`src/sv/lfu_pkg.sv`:
```
// ----------------------------------------------------------------------------
// lfu_pkg: shared constants for the lfu cache with lru tie-break
// Key width, command codes, capacity register layout and parameter defaults.
// ----------------------------------------------------------------------------
package lfu_pkg;

    localparam int KEY_W = 32;
    localparam int CAP_W = 5;

    localparam logic [CAP_W-1:0] CAPACITY_RESET = 5'd16;

    localparam int DEF_ENTRIES     = 16;
    localparam int DEF_COUNT_WIDTH = 16;

    localparam logic CMD_GET = 1'b0;
    localparam logic CMD_PUT = 1'b1;

endpackage

```
`src/sv/lfu_cache_lru_tiebreak.sv`:
```
// ----------------------------------------------------------------------------
// lfu_cache_lru_tiebreak: key-only lfu cache, least recent evicted on ties
// Entry memory with a scan pass per operation and a read-modify-write pass for all but a get that misses.
// ----------------------------------------------------------------------------
// Each entry (key, saturating use count, recency rank) lives in one synchronous
// single-read memory of ENTRIES words; valid bits and the occupancy count are
// flip-flops. One operation at a time: a scan pass reads every entry once to find
// the key, the victim and the first free slot, then a write-back pass reads and
// rewrites every entry to move ranks and place the touched or new entry. Both
// passes go over the memory at one entry per cycle, and a get that misses skips
// the write-back pass; the next transfer is taken once the result is registered.
// A finished result sits in the output register while the next item is taken.
// The capacity register may be written at any time the block is idle; values of
// zero act as one and values above ENTRIES act as ENTRIES.
module lfu_cache_lru_tiebreak
    import lfu_pkg::*;
#(
    parameter int ENTRIES     = DEF_ENTRIES,
    parameter int COUNT_WIDTH = DEF_COUNT_WIDTH
) (
    input  logic                    i_clk,
    input  logic                    i_rst_n,
    // configuration
    input  logic                    i_cfg_valid,
    output logic                    o_cfg_ready,
    input  logic [CAP_W-1:0]        i_cfg_capacity,
    // input items
    input  logic                    i_in_valid,
    output logic                    o_in_ready,
    input  logic                    i_command,
    input  logic signed [KEY_W-1:0] i_key,
    // results
    output logic                    o_out_valid,
    input  logic                    i_out_ready,
    output logic                    o_hit,
    output logic signed [KEY_W-1:0] o_result_key,
    output logic                    o_evicted,
    output logic signed [KEY_W-1:0] o_evicted_key
);

    localparam int IDX_W  = (ENTRIES > 1) ? $clog2(ENTRIES) : 1;
    localparam int RANK_W = IDX_W;
    localparam int OCC_W  = $clog2(ENTRIES + 1);
    localparam int CMP_W  = (CAP_W > OCC_W) ? CAP_W : OCC_W;
    localparam logic [IDX_W-1:0] LAST = IDX_W'(ENTRIES - 1);

    typedef struct packed {
        logic [KEY_W-1:0]       key;
        logic [COUNT_WIDTH-1:0] count;
        logic [RANK_W-1:0]      rank;
    } t_entry;

    typedef enum logic [2:0] {
        S_IDLE,
        S_SCAN,
        S_DECIDE,
        S_UPDATE,
        S_DONE
    } t_state;

    t_state                 r_state;
    logic [CAP_W-1:0]       r_cap;
    logic [ENTRIES-1:0]     r_valid;
    logic [OCC_W-1:0]       r_occ;

    logic [KEY_W-1:0]       r_key;
    logic                   r_cmd;

    logic [IDX_W-1:0]       r_addr;
    logic                   r_iss;
    logic                   r_pend;
    logic [IDX_W-1:0]       r_paddr;

    t_entry                 r_mem [ENTRIES];
    t_entry                 r_rd_data;

    // scan results
    logic                   r_found;
    logic [IDX_W-1:0]       r_found_idx;
    logic [COUNT_WIDTH-1:0] r_found_count;
    logic [RANK_W-1:0]      r_found_rank;
    logic                   r_vict_ok;
    logic [IDX_W-1:0]       r_vict_idx;
    logic [COUNT_WIDTH-1:0] r_vict_count;
    logic [RANK_W-1:0]      r_vict_rank;
    logic [KEY_W-1:0]       r_vict_key;
    logic                   r_free_ok;
    logic [IDX_W-1:0]       r_free_idx;

    // write-back pass control
    logic                   r_tgt_ok;
    logic [IDX_W-1:0]       r_tgt_idx;
    t_entry                 r_tgt_entry;
    logic                   r_dec_en;
    logic [RANK_W-1:0]      r_dec_rank;

    // pending result
    logic                   r_res_hit;
    logic                   r_res_evict;
    logic [KEY_W-1:0]       r_res_evkey;

    logic                   r_out_valid;
    logic                   r_o_hit;
    logic [KEY_W-1:0]       r_o_result_key;
    logic                   r_o_evicted;
    logic [KEY_W-1:0]       r_o_evicted_key;

    // combinational helpers
    logic                   w_cur_valid;
    logic                   w_match;
    logic                   w_better;
    logic [CMP_W-1:0]       w_eff_cap;
    logic                   w_evict;
    logic [OCC_W-1:0]       w_occ_new;
    logic                   w_ins_ok;
    logic [IDX_W-1:0]       w_ins_idx;
    logic [COUNT_WIDTH-1:0] w_hit_count;
    logic [ENTRIES-1:0]     n_valid;
    t_entry                 n_wr;
    logic                   w_we;

    assign w_cur_valid = r_valid[r_paddr];
    assign w_match     = w_cur_valid && (r_rd_data.key == r_key);
    assign w_better    = w_cur_valid &&
                         (!r_vict_ok ||
                          (r_rd_data.count < r_vict_count) ||
                          ((r_rd_data.count == r_vict_count) &&
                           (r_rd_data.rank < r_vict_rank)));

    always_comb begin
        w_eff_cap = CMP_W'(r_cap);
        if (w_eff_cap == '0) begin
            w_eff_cap = CMP_W'(1);
        end
        if (w_eff_cap > CMP_W'(ENTRIES)) begin
            w_eff_cap = CMP_W'(ENTRIES);
        end
    end

    always_comb begin
        w_evict   = (CMP_W'(r_occ) >= w_eff_cap) && (r_occ != '0) && r_vict_ok;
        w_occ_new = r_occ - OCC_W'(w_evict);
        w_ins_ok  = w_evict || r_free_ok;
        // lowest free slot once the victim has left
        if (w_evict && (!r_free_ok || (r_vict_idx < r_free_idx))) begin
            w_ins_idx = r_vict_idx;
        end else begin
            w_ins_idx = r_free_idx;
        end
        w_hit_count = (r_found_count == '1) ? r_found_count
                                            : r_found_count + 1'b1;
        n_valid = r_valid;
        if (w_evict) begin
            n_valid[r_vict_idx] = 1'b0;
        end
        if (w_ins_ok) begin
            n_valid[w_ins_idx] = 1'b1;
        end
    end

    always_comb begin
        n_wr = r_rd_data;
        if (r_tgt_ok && (r_paddr == r_tgt_idx)) begin
            n_wr = r_tgt_entry;
        end else if (r_dec_en && w_cur_valid && (r_rd_data.rank > r_dec_rank)) begin
            n_wr.rank = r_rd_data.rank - 1'b1;
        end
    end

    assign w_we = (r_state == S_UPDATE) && r_pend;

    // entry memory, one write and one registered read per cycle
    always_ff @(posedge i_clk) begin
        if (w_we) begin
            r_mem[r_paddr] <= n_wr;
        end
        r_rd_data <= r_mem[r_addr];
    end

    always_ff @(posedge i_clk) begin
        if (!i_rst_n) begin
            r_state     <= S_IDLE;
            r_cap       <= CAPACITY_RESET;
            r_valid     <= '0;
            r_occ       <= '0;
            r_iss       <= 1'b0;
            r_pend      <= 1'b0;
            r_out_valid <= 1'b0;
        end else begin
            if (i_cfg_valid) begin
                r_cap <= i_cfg_capacity;
            end
            if (r_out_valid && i_out_ready && (r_state != S_DONE)) begin
                r_out_valid <= 1'b0;
            end

            unique case (r_state)
                S_IDLE: begin
                    if (i_in_valid) begin
                        r_key     <= i_key;
                        r_cmd     <= i_command;
                        r_addr    <= '0;
                        r_iss     <= 1'b1;
                        r_pend    <= 1'b0;
                        r_found   <= 1'b0;
                        r_vict_ok <= 1'b0;
                        r_free_ok <= 1'b0;
                        r_state   <= S_SCAN;
                    end
                end
                S_SCAN: begin
                    r_pend  <= r_iss;
                    r_paddr <= r_addr;
                    if (r_iss) begin
                        if (r_addr == LAST) begin
                            r_iss <= 1'b0;
                        end else begin
                            r_addr <= r_addr + 1'b1;
                        end
                    end
                    if (r_pend) begin
                        if (w_match && !r_found) begin
                            r_found       <= 1'b1;
                            r_found_idx   <= r_paddr;
                            r_found_count <= r_rd_data.count;
                            r_found_rank  <= r_rd_data.rank;
                        end
                        if (w_better) begin
                            r_vict_ok    <= 1'b1;
                            r_vict_idx   <= r_paddr;
                            r_vict_count <= r_rd_data.count;
                            r_vict_rank  <= r_rd_data.rank;
                            r_vict_key   <= r_rd_data.key;
                        end
                        if (!w_cur_valid && !r_free_ok) begin
                            r_free_ok  <= 1'b1;
                            r_free_idx <= r_paddr;
                        end
                        if (r_paddr == LAST) begin
                            r_state <= S_DECIDE;
                        end
                    end
                end
                S_DECIDE: begin
                    r_addr      <= '0;
                    r_pend      <= 1'b0;
                    r_res_hit   <= r_found;
                    if (r_found) begin
                        r_iss             <= 1'b1;
                        r_res_evict       <= 1'b0;
                        r_res_evkey       <= '0;
                        r_tgt_ok          <= 1'b1;
                        r_tgt_idx         <= r_found_idx;
                        r_tgt_entry.key   <= r_key;
                        r_tgt_entry.count <= w_hit_count;
                        r_tgt_entry.rank  <= RANK_W'(r_occ - 1'b1);
                        r_dec_en          <= 1'b1;
                        r_dec_rank        <= r_found_rank;
                        r_state           <= S_UPDATE;
                    end else if (r_cmd == CMD_GET) begin
                        r_iss       <= 1'b0;
                        r_res_evict <= 1'b0;
                        r_res_evkey <= '0;
                        r_state     <= S_DONE;
                    end else begin
                        // put miss: evict if at capacity, then insert
                        r_iss             <= 1'b1;
                        r_res_evict       <= w_evict;
                        r_res_evkey       <= w_evict ? r_vict_key : '0;
                        r_tgt_ok          <= w_ins_ok;
                        r_tgt_idx         <= w_ins_idx;
                        r_tgt_entry.key   <= r_key;
                        r_tgt_entry.count <= COUNT_WIDTH'(1);
                        r_tgt_entry.rank  <= RANK_W'(w_occ_new);
                        r_dec_en          <= w_evict;
                        r_dec_rank        <= r_vict_rank;
                        r_valid           <= n_valid;
                        r_occ   <= w_occ_new + OCC_W'(w_ins_ok);
                        r_state <= S_UPDATE;
                    end
                end
                S_UPDATE: begin
                    r_pend  <= r_iss;
                    r_paddr <= r_addr;
                    if (r_iss) begin
                        if (r_addr == LAST) begin
                            r_iss <= 1'b0;
                        end else begin
                            r_addr <= r_addr + 1'b1;
                        end
                    end
                    if (r_pend && (r_paddr == LAST)) begin
                        r_state <= S_DONE;
                    end
                end
                S_DONE: begin
                    if (!r_out_valid || i_out_ready) begin
                        r_out_valid     <= 1'b1;
                        r_o_hit         <= r_res_hit;
                        r_o_result_key  <= r_res_hit ? r_key : '0;
                        r_o_evicted     <= r_res_evict;
                        r_o_evicted_key <= r_res_evkey;
                        r_state         <= S_IDLE;
                    end
                end
                default: begin
                    r_state <= S_IDLE;
                end
            endcase
        end
    end

    assign o_cfg_ready   = 1'b1;
    assign o_in_ready    = (r_state == S_IDLE);
    assign o_out_valid   = r_out_valid;
    assign o_hit         = r_o_hit;
    assign o_result_key  = r_o_result_key;
    assign o_evicted     = r_o_evicted;
    assign o_evicted_key = r_o_evicted_key;

    // occupancy tracks the valid bits
    a_occ_matches_valid: assert property (@(posedge i_clk) disable iff (!i_rst_n)
        $countones(r_valid) == int'(r_occ))
        else $error("occupancy differs from number of valid entries");

    a_occ_bounded: assert property (@(posedge i_clk) disable iff (!i_rst_n)
        int'(r_occ) <= ENTRIES)
        else $error("occupancy above built depth");

    // a hit never evicts
    a_hit_no_evict: assert property (@(posedge i_clk) disable iff (!i_rst_n)
        o_out_valid |-> !(o_hit && o_evicted))
        else $error("result shows both hit and eviction");

    // memory writes only during the write-back pass
    a_write_in_update: assert property (@(posedge i_clk) disable iff (!i_rst_n)
        w_we |-> (r_state == S_UPDATE) && !o_in_ready)
        else $error("entry memory written outside write-back pass");

endmodule
```
`config.mk`:
```
export PLATFORM = sky130hd
export DESIGN_NAME = lfu_cache_lru_tiebreak
export DESIGN_NICKNAME = d
export VERILOG_FILES = /design/src/sv/lfu_pkg.sv /design/src/sv/lfu_cache_lru_tiebreak.sv
export SDC_FILE = /design/constraint.sdc
export NUM_CORES = 1
export LEC_CHECK = 0
export BUFFER_PORTS_ARGS = -buffer_cell sky130_fd_sc_hd__buf_2
export CORE_MARGIN = 3
export CORE_UTILIZATION = 50
export DETAILED_ROUTE_END_ITERATION = 12
export PLACE_DENSITY_LB_ADDON = 0.2
export SKIP_LAST_GASP = 1
export SLEW_MARGIN = 15
export SYNTH_ARGS = -nofsm -noshare
export SYNTH_HDL_FRONTEND = slang
export SYNTH_SLANG_ARGS = --single-unit
```
`constraint.sdc`:
```
create_clock -name i_clk -period 8.6 [get_ports i_clk]
set_input_delay 1.29 -clock i_clk [delete_from_list [all_inputs] [get_ports i_clk]]
set_output_delay 1.29 -clock i_clk [all_outputs]
set_load 0.03 [all_outputs]
```
==> results of run 1 <==
-- registers in the layout, summed over array words and instances, names as in the netlist, 5 cells and up --
signal         flops
r_key             32
r_rd_data         52
r_vict_key        32
r_occ              5
o_evicted_key     32
r_found_count     16
r_valid           16
r_res_evkey       32
r_tgt_entry       52
r_vict_count      16
o_result_key      32
r_mem            832
r_cap              5
-- cell usage in the layout, fill, tap and decap left out, drive strengths merged, types with 4 or more instances in the layout --
cell type	instances
nor2	57
nand3	15
and2	72
inv	48
clkbuf	166
o311ai	4
buf	157
nand4	15
xnor2	49
nor2b	14
a21oi	18
or3	5
nand4b	4
a31oi	4
nor4	4
nand2b	8
bufinv	11
xor2	9
clkinvlp	4
clkinv	35
mux2i	20
dfxtp	84
edfxtp	1122
and3	5
mux4	265
o211ai	14
mux2	52
nor3	19
o21ai	27
ha	39
nand2	49
nor3b	5
o31ai	13
-- layer usage --
layer,part of all wire (%),track usage [%]
met1,43,30.75
met2,49,33.50
met3,6.5,3.149
met4,1.8,5.338
met5,0,0
-- kinds of logic after synthesis --
| group | share of synthesized area, % |
|---|---|
| flip-flops | 77.13 |
| buffers and inverters | 1.258 |
| AND/OR/NAND/NOR | 3.271 |
| multiplexers | 14.73 |
| XOR/XNOR | 1.108 |
| other | 0.008176 |
| AO/OA/AOI/OAI | 1.438 |
| adder cells (fa/ha/maj) | 1.064 |
-- metrics by stage --
| stage | cell area, um^2 | power (mW) | utilization, % | hold slack, ns |
|---|---|---|---|---|
| after CTS | 51890 | 12.43 | 57.39 | 0.4175 |
| after global placement | 48000 | 7.295 | 53.09 | 0.4010 |
| after global routing | 51900 | 12.71 | 57.39 | 0.4252 |
| after detailed placement | 48000 | 7.321 | 53.09 | 0.4045 |
| final | 51900 | 12.31 | 57.39 | 0.4170 |
| after floorplan | 45860 | 7.127 | - | 0.4003 |
-- worst min-delay path by stage --
stage	endpoint	cells after the start	start	slack, ns
global placement	o_evicted_key[26]$_DFFE_PP_	0	r_res_evkey[26]$_SDFFCE_PP0P_	0.40
detailed placement	o_evicted$_DFFE_PP_	0	r_res_evict$_SDFFCE_PP0P_	0.40
finish	o_evicted$_DFFE_PP_	0	r_res_evict$_SDFFCE_PP0P_	0.42
CTS	o_evicted$_DFFE_PP_	0	r_res_evict$_SDFFCE_PP0P_	0.42
global route	o_evicted$_DFFE_PP_	0	r_res_evict$_SDFFCE_PP0P_	0.43
floorplan	o_evicted$_DFFE_PP_	0	r_res_evict$_SDFFCE_PP0P_	0.40
-- Yosys cell counts (3+ instances only) --
| library cell | number | area [um^2] |
|---|---|---|
| edfxtp_1 | 1122 | 33690 |
| mux4_2 | 265 | 5968 |
| dfxtp_1 | 84 | 1682 |
| and2_1 | 72 | 450.4 |
| nor2_1 | 57 | 214.0 |
| clkbuf_1 | 54 | 202.7 |
| mux2_2 | 51 | 574.3 |
| nand2_1 | 49 | 183.9 |
| xnor2_1 | 49 | 429.2 |
| inv_1 | 46 | 172.7 |
| ha_1 | 39 | 488.0 |
| buf_2 | 26 | 130.1 |
| o21ai_0 | 25 | 125.1 |
| mux2i_1 | 20 | 200.2 |
| nor3_1 | 19 | 95.09 |
| a21oi_1 | 18 | 90.09 |
| nand4_1 | 15 | 93.84 |
| nand3_1 | 14 | 70.07 |
| nor2b_1 | 14 | 87.58 |
| o211ai_1 | 14 | 105.1 |
| o31ai_1 | 13 | 97.59 |
| buf_1 | 11 | 41.29 |
| xor2_1 | 9 | 78.83 |
| nand2b_1 | 8 | 50.05 |
| and3_1 | 5 | 31.28 |
| or3_1 | 5 | 31.28 |
| a31oi_1 | 4 | 25.02 |
| nand4b_1 | 4 | 35.03 |
| nor3b_1 | 4 | 30.03 |
| nor4_1 | 4 | 25.02 |
| o311ai_0 | 4 | 35.03 |
| a21boi_0 | 3 | 22.52 |
| a21o_1 | 3 | 22.52 |
| nor4b_1 | 3 | 26.28 |
| o21a_1 | 3 | 22.52 |
-- layout make-up --
class	instances	area [um^2]	share of cell area, %
Tap cell	1176	1471	2.835
Multi-Input combinational cell	818	10060	19.38
Timing Repair Buffer	157	928.4	1.789
Inverter	47	176.4	0.3399
Sequential cell	1206	35370	68.16
Clock inverter	51	594.3	1.145
Clock buffer	166	3296	6.351
-- worst max-delay path, delay by kind of cell (launching register included) --
| kind | cells | cell delay (ns) |
|---|---|---|
| muxes | 2 | 1.08 |
| DFF | 1 | 0.85 |
| buffers and inverters | 2 | 1.48 |
-- power by group --
part / switching, mW / internal (mW) / leakage, nW
sequential: 0.0584 / 6.56 / 10.8
clock: 2.12 / 3.00 / 1.89
combinational: 0.333 / 0.238 / 4.00
total: 2.51 / 9.79 / 16.7
==> qor.yml, run 1 <==
outcome: "finished, final reports clean"
numPortBuffers: 110
async_flop_share_pct: 0
period_minus_slack_ns: 3.609
wire_per_inst_um: 27.22
clkTransAtPathRegs_ns: 0.06
synth_cell_types: 58
hold_path.class: "reg -> reg"
clock.fmax_mhz: 277.1
final_cells: 3621
drt_iter0_markers: 2242
fin_ws_ns: 4.991
cpMaxStageDelayCell: "buf_4"
gr-total-overflow: 0
timing.rr.start: "r_addr[0]$_SDFFCE_PP0P_"
worstPathMaxFanout: 48
worst_r2r_endpoint: "r_rd_data[6]$_DFF_P_"
post_cts_buffers: 0
grt_pass1_vias: 21980
die_area_um2: 95400
finalSetupTns_ns: 0
ys_seq_area_share_pct: 77.13
synth_edf_count: 1122
gp_routability_congestion: 0.7701
grt_start_max_net_pins: 147
slew_headroom_pct: 21.49
drive_above_1_share_pct: 27.36
start_util_pct: 50.72
post-route-period-util_pct: 41.97
io-pin-count: 112
cellLeakagePower_nw: 16.73
cts-htree-levels: 3
cts-root-buf: "clkbuf_16"
diodes: 0
viasPerCell: 5.941
antenna_found_initial: 3
worst_pin_slew_ns: 1.178
worstSetupEndpointType: "register"
clk_path_buf_depth: 3
drt_wl_total_mm: 98.57
slew_violations: 0
syn-cell-area_um2: 45860
crit_type: "reg -> reg"
grt_pass1_wl_mm: 145.5
drv_cap: 0
cp.arrival_ns: 4.15
ys.flop_type: "edfxtp_1"
die_width_um: 308.9
grt_use_total_pct: 20.93
place_inst: 3404
crit_path_end: "r_rd_data[6]$_DFF_P_"
cp-start-kind: "register"
nets: 2431
area_delta_synth_final_pct: 13.15
yosysWarnings: 0
ctsHoldBuffers: 0
finalSetupViolCount: 0
max_stage_delay_ns: 0.86
synthCells: 2165
drcViolationCount: 0
synth_fp_nets: 2247
ir_drop_v: 0.0001700
startpoint: "r_addr[0]$_SDFFCE_PP0P_"
die_y_um: 308.9
fillCellCount: 6545
syn_area_per_cell_um2: 21.18
power_density_nw_per_um2: 237.1
core_area_um2: 90420
reg2reg_depth: 4
hold_viol_final: 0
path_cells: "buf_4, buf_4, mux4_2, mux4_2"
worstSkewPairLatency_ns: 0.69
fp-row-count: 110
crit_required_ns: 9.14
drtAntennaViolNets: 0
r2r_setup_slack_ns: 4.99
hpwl_mm: 51.61
ys_ff_latch: 1206
vias: 21510
rsz0062_at_grt: "no"
skew_ns: 0.03057
cts.sinks: 1206
firstDrtPassIters: 5
pre_cts_slack_ns: 4.407
cts_buffers: 119
cts_resized: 0
cts_tree: "done"
Power figures use the tool's default switching activity.
==> run 2: changes to the inputs <==
==> constraint.sdc (replaced) <==
create_clock -name i_clk -period 3.44 [get_ports i_clk]
set_input_delay 0.516 -clock i_clk [delete_from_list [all_inputs] [get_ports i_clk]]
set_output_delay 0.516 -clock i_clk [all_outputs]
set_load 0.03 [all_outputs]
==> run 2 against run 1 <==
  * Clock skew fell by 0.0040 ns
  * Fmax is 12% higher
  * Die area did not move
  * Critical path type unchanged
  * Largest power group unchanged
  * Highest routed layer unchanged
==> qor.yml, run 2 (same netlist as run 1, synthesis figures left out) <==
outcome: "finished, final reports clean"
use_met1_pct: 30.90
dpl-instance-area_um2: 48640
ir_drop_v: 0.0003780
crit_required_ns: 4.01
reg2reg_depth: 18
cellLeakagePower_nw: 17.16
max_stage_delay_ns: 0.33
numPortBuffers: 110
min_path_cells: 3
drive_above_1_share_pct: 28.37
die_y_um: 308.9
hold_viol_final: 0
clk_path_buf_depth: 3
hold_path.class: "in -> reg"
clock.fmax_mhz: 310.5
cts.sinks: 1206
worst_pin_slew_ns: 0.9778
timing.rr.start: "r_cap[1]$_SDFFE_PN0P_"
core_area_um2: 90420
gr-total-overflow: 0
wire_per_inst_um: 27.32
worstSkewPairLatency_ns: 0.67
area_delta_synth_final_pct: 15.22
worst_r2r_endpoint: "r_occ[4]$_SDFFE_PN0P_"
die_area_um2: 95400
drt_wl_total_mm: 100.6
largest_reg_flops: 832
die_width_um: 308.9
finalSetupTns_ns: 0
worstPathMaxFanout: 4
regMostFlops: "r_mem"
cts_tree: "done"
path_cells: "nor3_1, nor2_1, nor2_1, ha_1, nor2b_1, o21ai_0, a31oi_1, nand2b_4, inv_1, ha_1, ha_1, inv_1, ha_2, inv_1, o2111ai_1, a21oi_2, xor2_1, and2_1"
period_minus_slack_ns: 3.221
cts_buffers: 115
viasPerCell: 5.943
slew_headroom_pct: 34.38
grt_pass1_vias: 22540
drtAntennaViolNets: 0
nets: 2488
worstSetupEndpointType: "register"
power_density_nw_per_um2: 582.9
grt_util_met3_pct: 4.101
clkTransAtPathRegs_ns: 0.06
slew_violations: 0
rsz0062_at_grt: "no"
io-pin-count: 112
mostFrequentLayoutCell: "edfxtp_1"
antenna_found_initial: 2
hold_end: "r_cap[4]$_SDFFE_PN1P_"
skew_ns: 0.02659
finalSetupViolCount: 0
grt_util_met2_pct: 34.19
reg.largest.list: "r_mem x832, r_rd_data x52, r_tgt_entry x52"
post-route-period-util_pct: 93.63
vias: 21890
crit_type: "reg -> reg"
gp_routability_congestion: 0.7592
cts-htree-levels: 3
grt_pass1_wl_mm: 148.8
r2r_setup_slack_ns: 0.22
cpMaxStageDelayCell: "ha_1"
start_util_pct: 50.72
power_mw: 30.80
drt_iter0_markers: 2185
firstDrtPassIters: 5
final_cell_mix: "edfxtp_1, mux4_2, clkbuf_16"
cp.arrival_ns: 3.79
hp-start: "i_cfg_capacity[4]"
cts-root-buf: "clkbuf_16"
grt_start_max_net_pins: 101
grt_busiest_layer: "met2"
grt_use_total_pct: 21.43
holdWs_ns: 0.08248
fp-row-count: 110
postLayoutCellArea_um2: 52840
drcViolationCount: 0
drv_cap: 0
hpwl_mm: 53.65
cp-start-kind: "register"
-- run 2: cell types whose count changed in the layout (fill, tap and decap cells not counted), sizes merged --
cell / before / now
bufinv: 11 / 13
buf: 157 / 185
inv: 48 / 49
dlygate4sd3: 0 / 33
diode: 0 / 1
clkbuf: 166 / 153
clkinv: 35 / 48
clkinvlp: 4 / 1
-- run 2: critical path, delay by kind of cell, from the launching register on --
kind            cells  cell delay (ns)
flops               1             0.32
compound gates      4             0.64
fa+ha+maj           4             0.98
simple gates        6             0.81
buf+inv             3             0.20
xor+xnor            1             0.14
-- run 2: per-stage QoR --
stage	setup slack, ns	instances	utilization, %
after CTS	0.1822	3682	58.42
after global routing	0.01675	3682	58.44
after floorplan	-0.6519	2165	-
after detailed placement	0.2303	3432	53.79
final	0.2193	3683	58.44
after global placement	0.2873	3432	53.79
-- run 2: final cells by class --
cell class / instances / area (um^2)
inverter: 47 / 176.4
clock inverter: 64 / 648.1
antenna: 1 / 2.502
multi-input combinational: 818 / 10100
tap: 1176 / 1471
fill: 6477 / 37580
sequential: 1206 / 35370
clock buffer: 153 / 3213
timing repair buffer: 218 / 1857
-- run 2: worst max path at each step --
stage	startpoint	end	slack, ns	cells past startpoint
after global routing	r_cap[1]$_SDFFE_PN0P_	r_occ[4]$_SDFFE_PN0P_	0.02	19
final	r_cap[1]$_SDFFE_PN0P_	r_occ[4]$_SDFFE_PN0P_	0.22	18
after floorplan	r_state[0]$_SDFFE_PN0P_	r_mem[12][0]$_DFFE_PP_	-0.65	5
after global placement	r_cap[1]$_SDFFE_PN0P_	r_occ[4]$_SDFFE_PN0P_	0.29	19
after detailed placement	r_cap[1]$_SDFFE_PN0P_	r_occ[4]$_SDFFE_PN0P_	0.23	19
after CTS	r_cap[1]$_SDFFE_PN0P_	r_occ[4]$_SDFFE_PN0P_	0.18	19
-- run 2: what timing repair did --
action | 4_1_cts | 5_1_grt
setup buffers | 0 | 0
setup endpoints to repair | 0 | 1
hold buffers | 33 | 0
gates resized for setup | 0 | 3
hold endpoints to repair | 33 | 0
-- run 2: report_power, final --
group          total, mW  internal (mW)  leakage [nW]  switching [mW]
Sequential          16.5           16.4          10.8           0.142
Combinational       1.51          0.649          4.40           0.864
Clock               12.8           7.51          1.92            5.24
Total               30.8           24.6          17.2            6.25
-- run 2: per-layer routing --
metal | vias to the layer above | routed length, um
met5 | - | 0
met4 | 0 | 2376
met3 | 154 | 6692
met2 | 762 | 48360
met1 | 11660 | 43200
li1 | 9314 | -
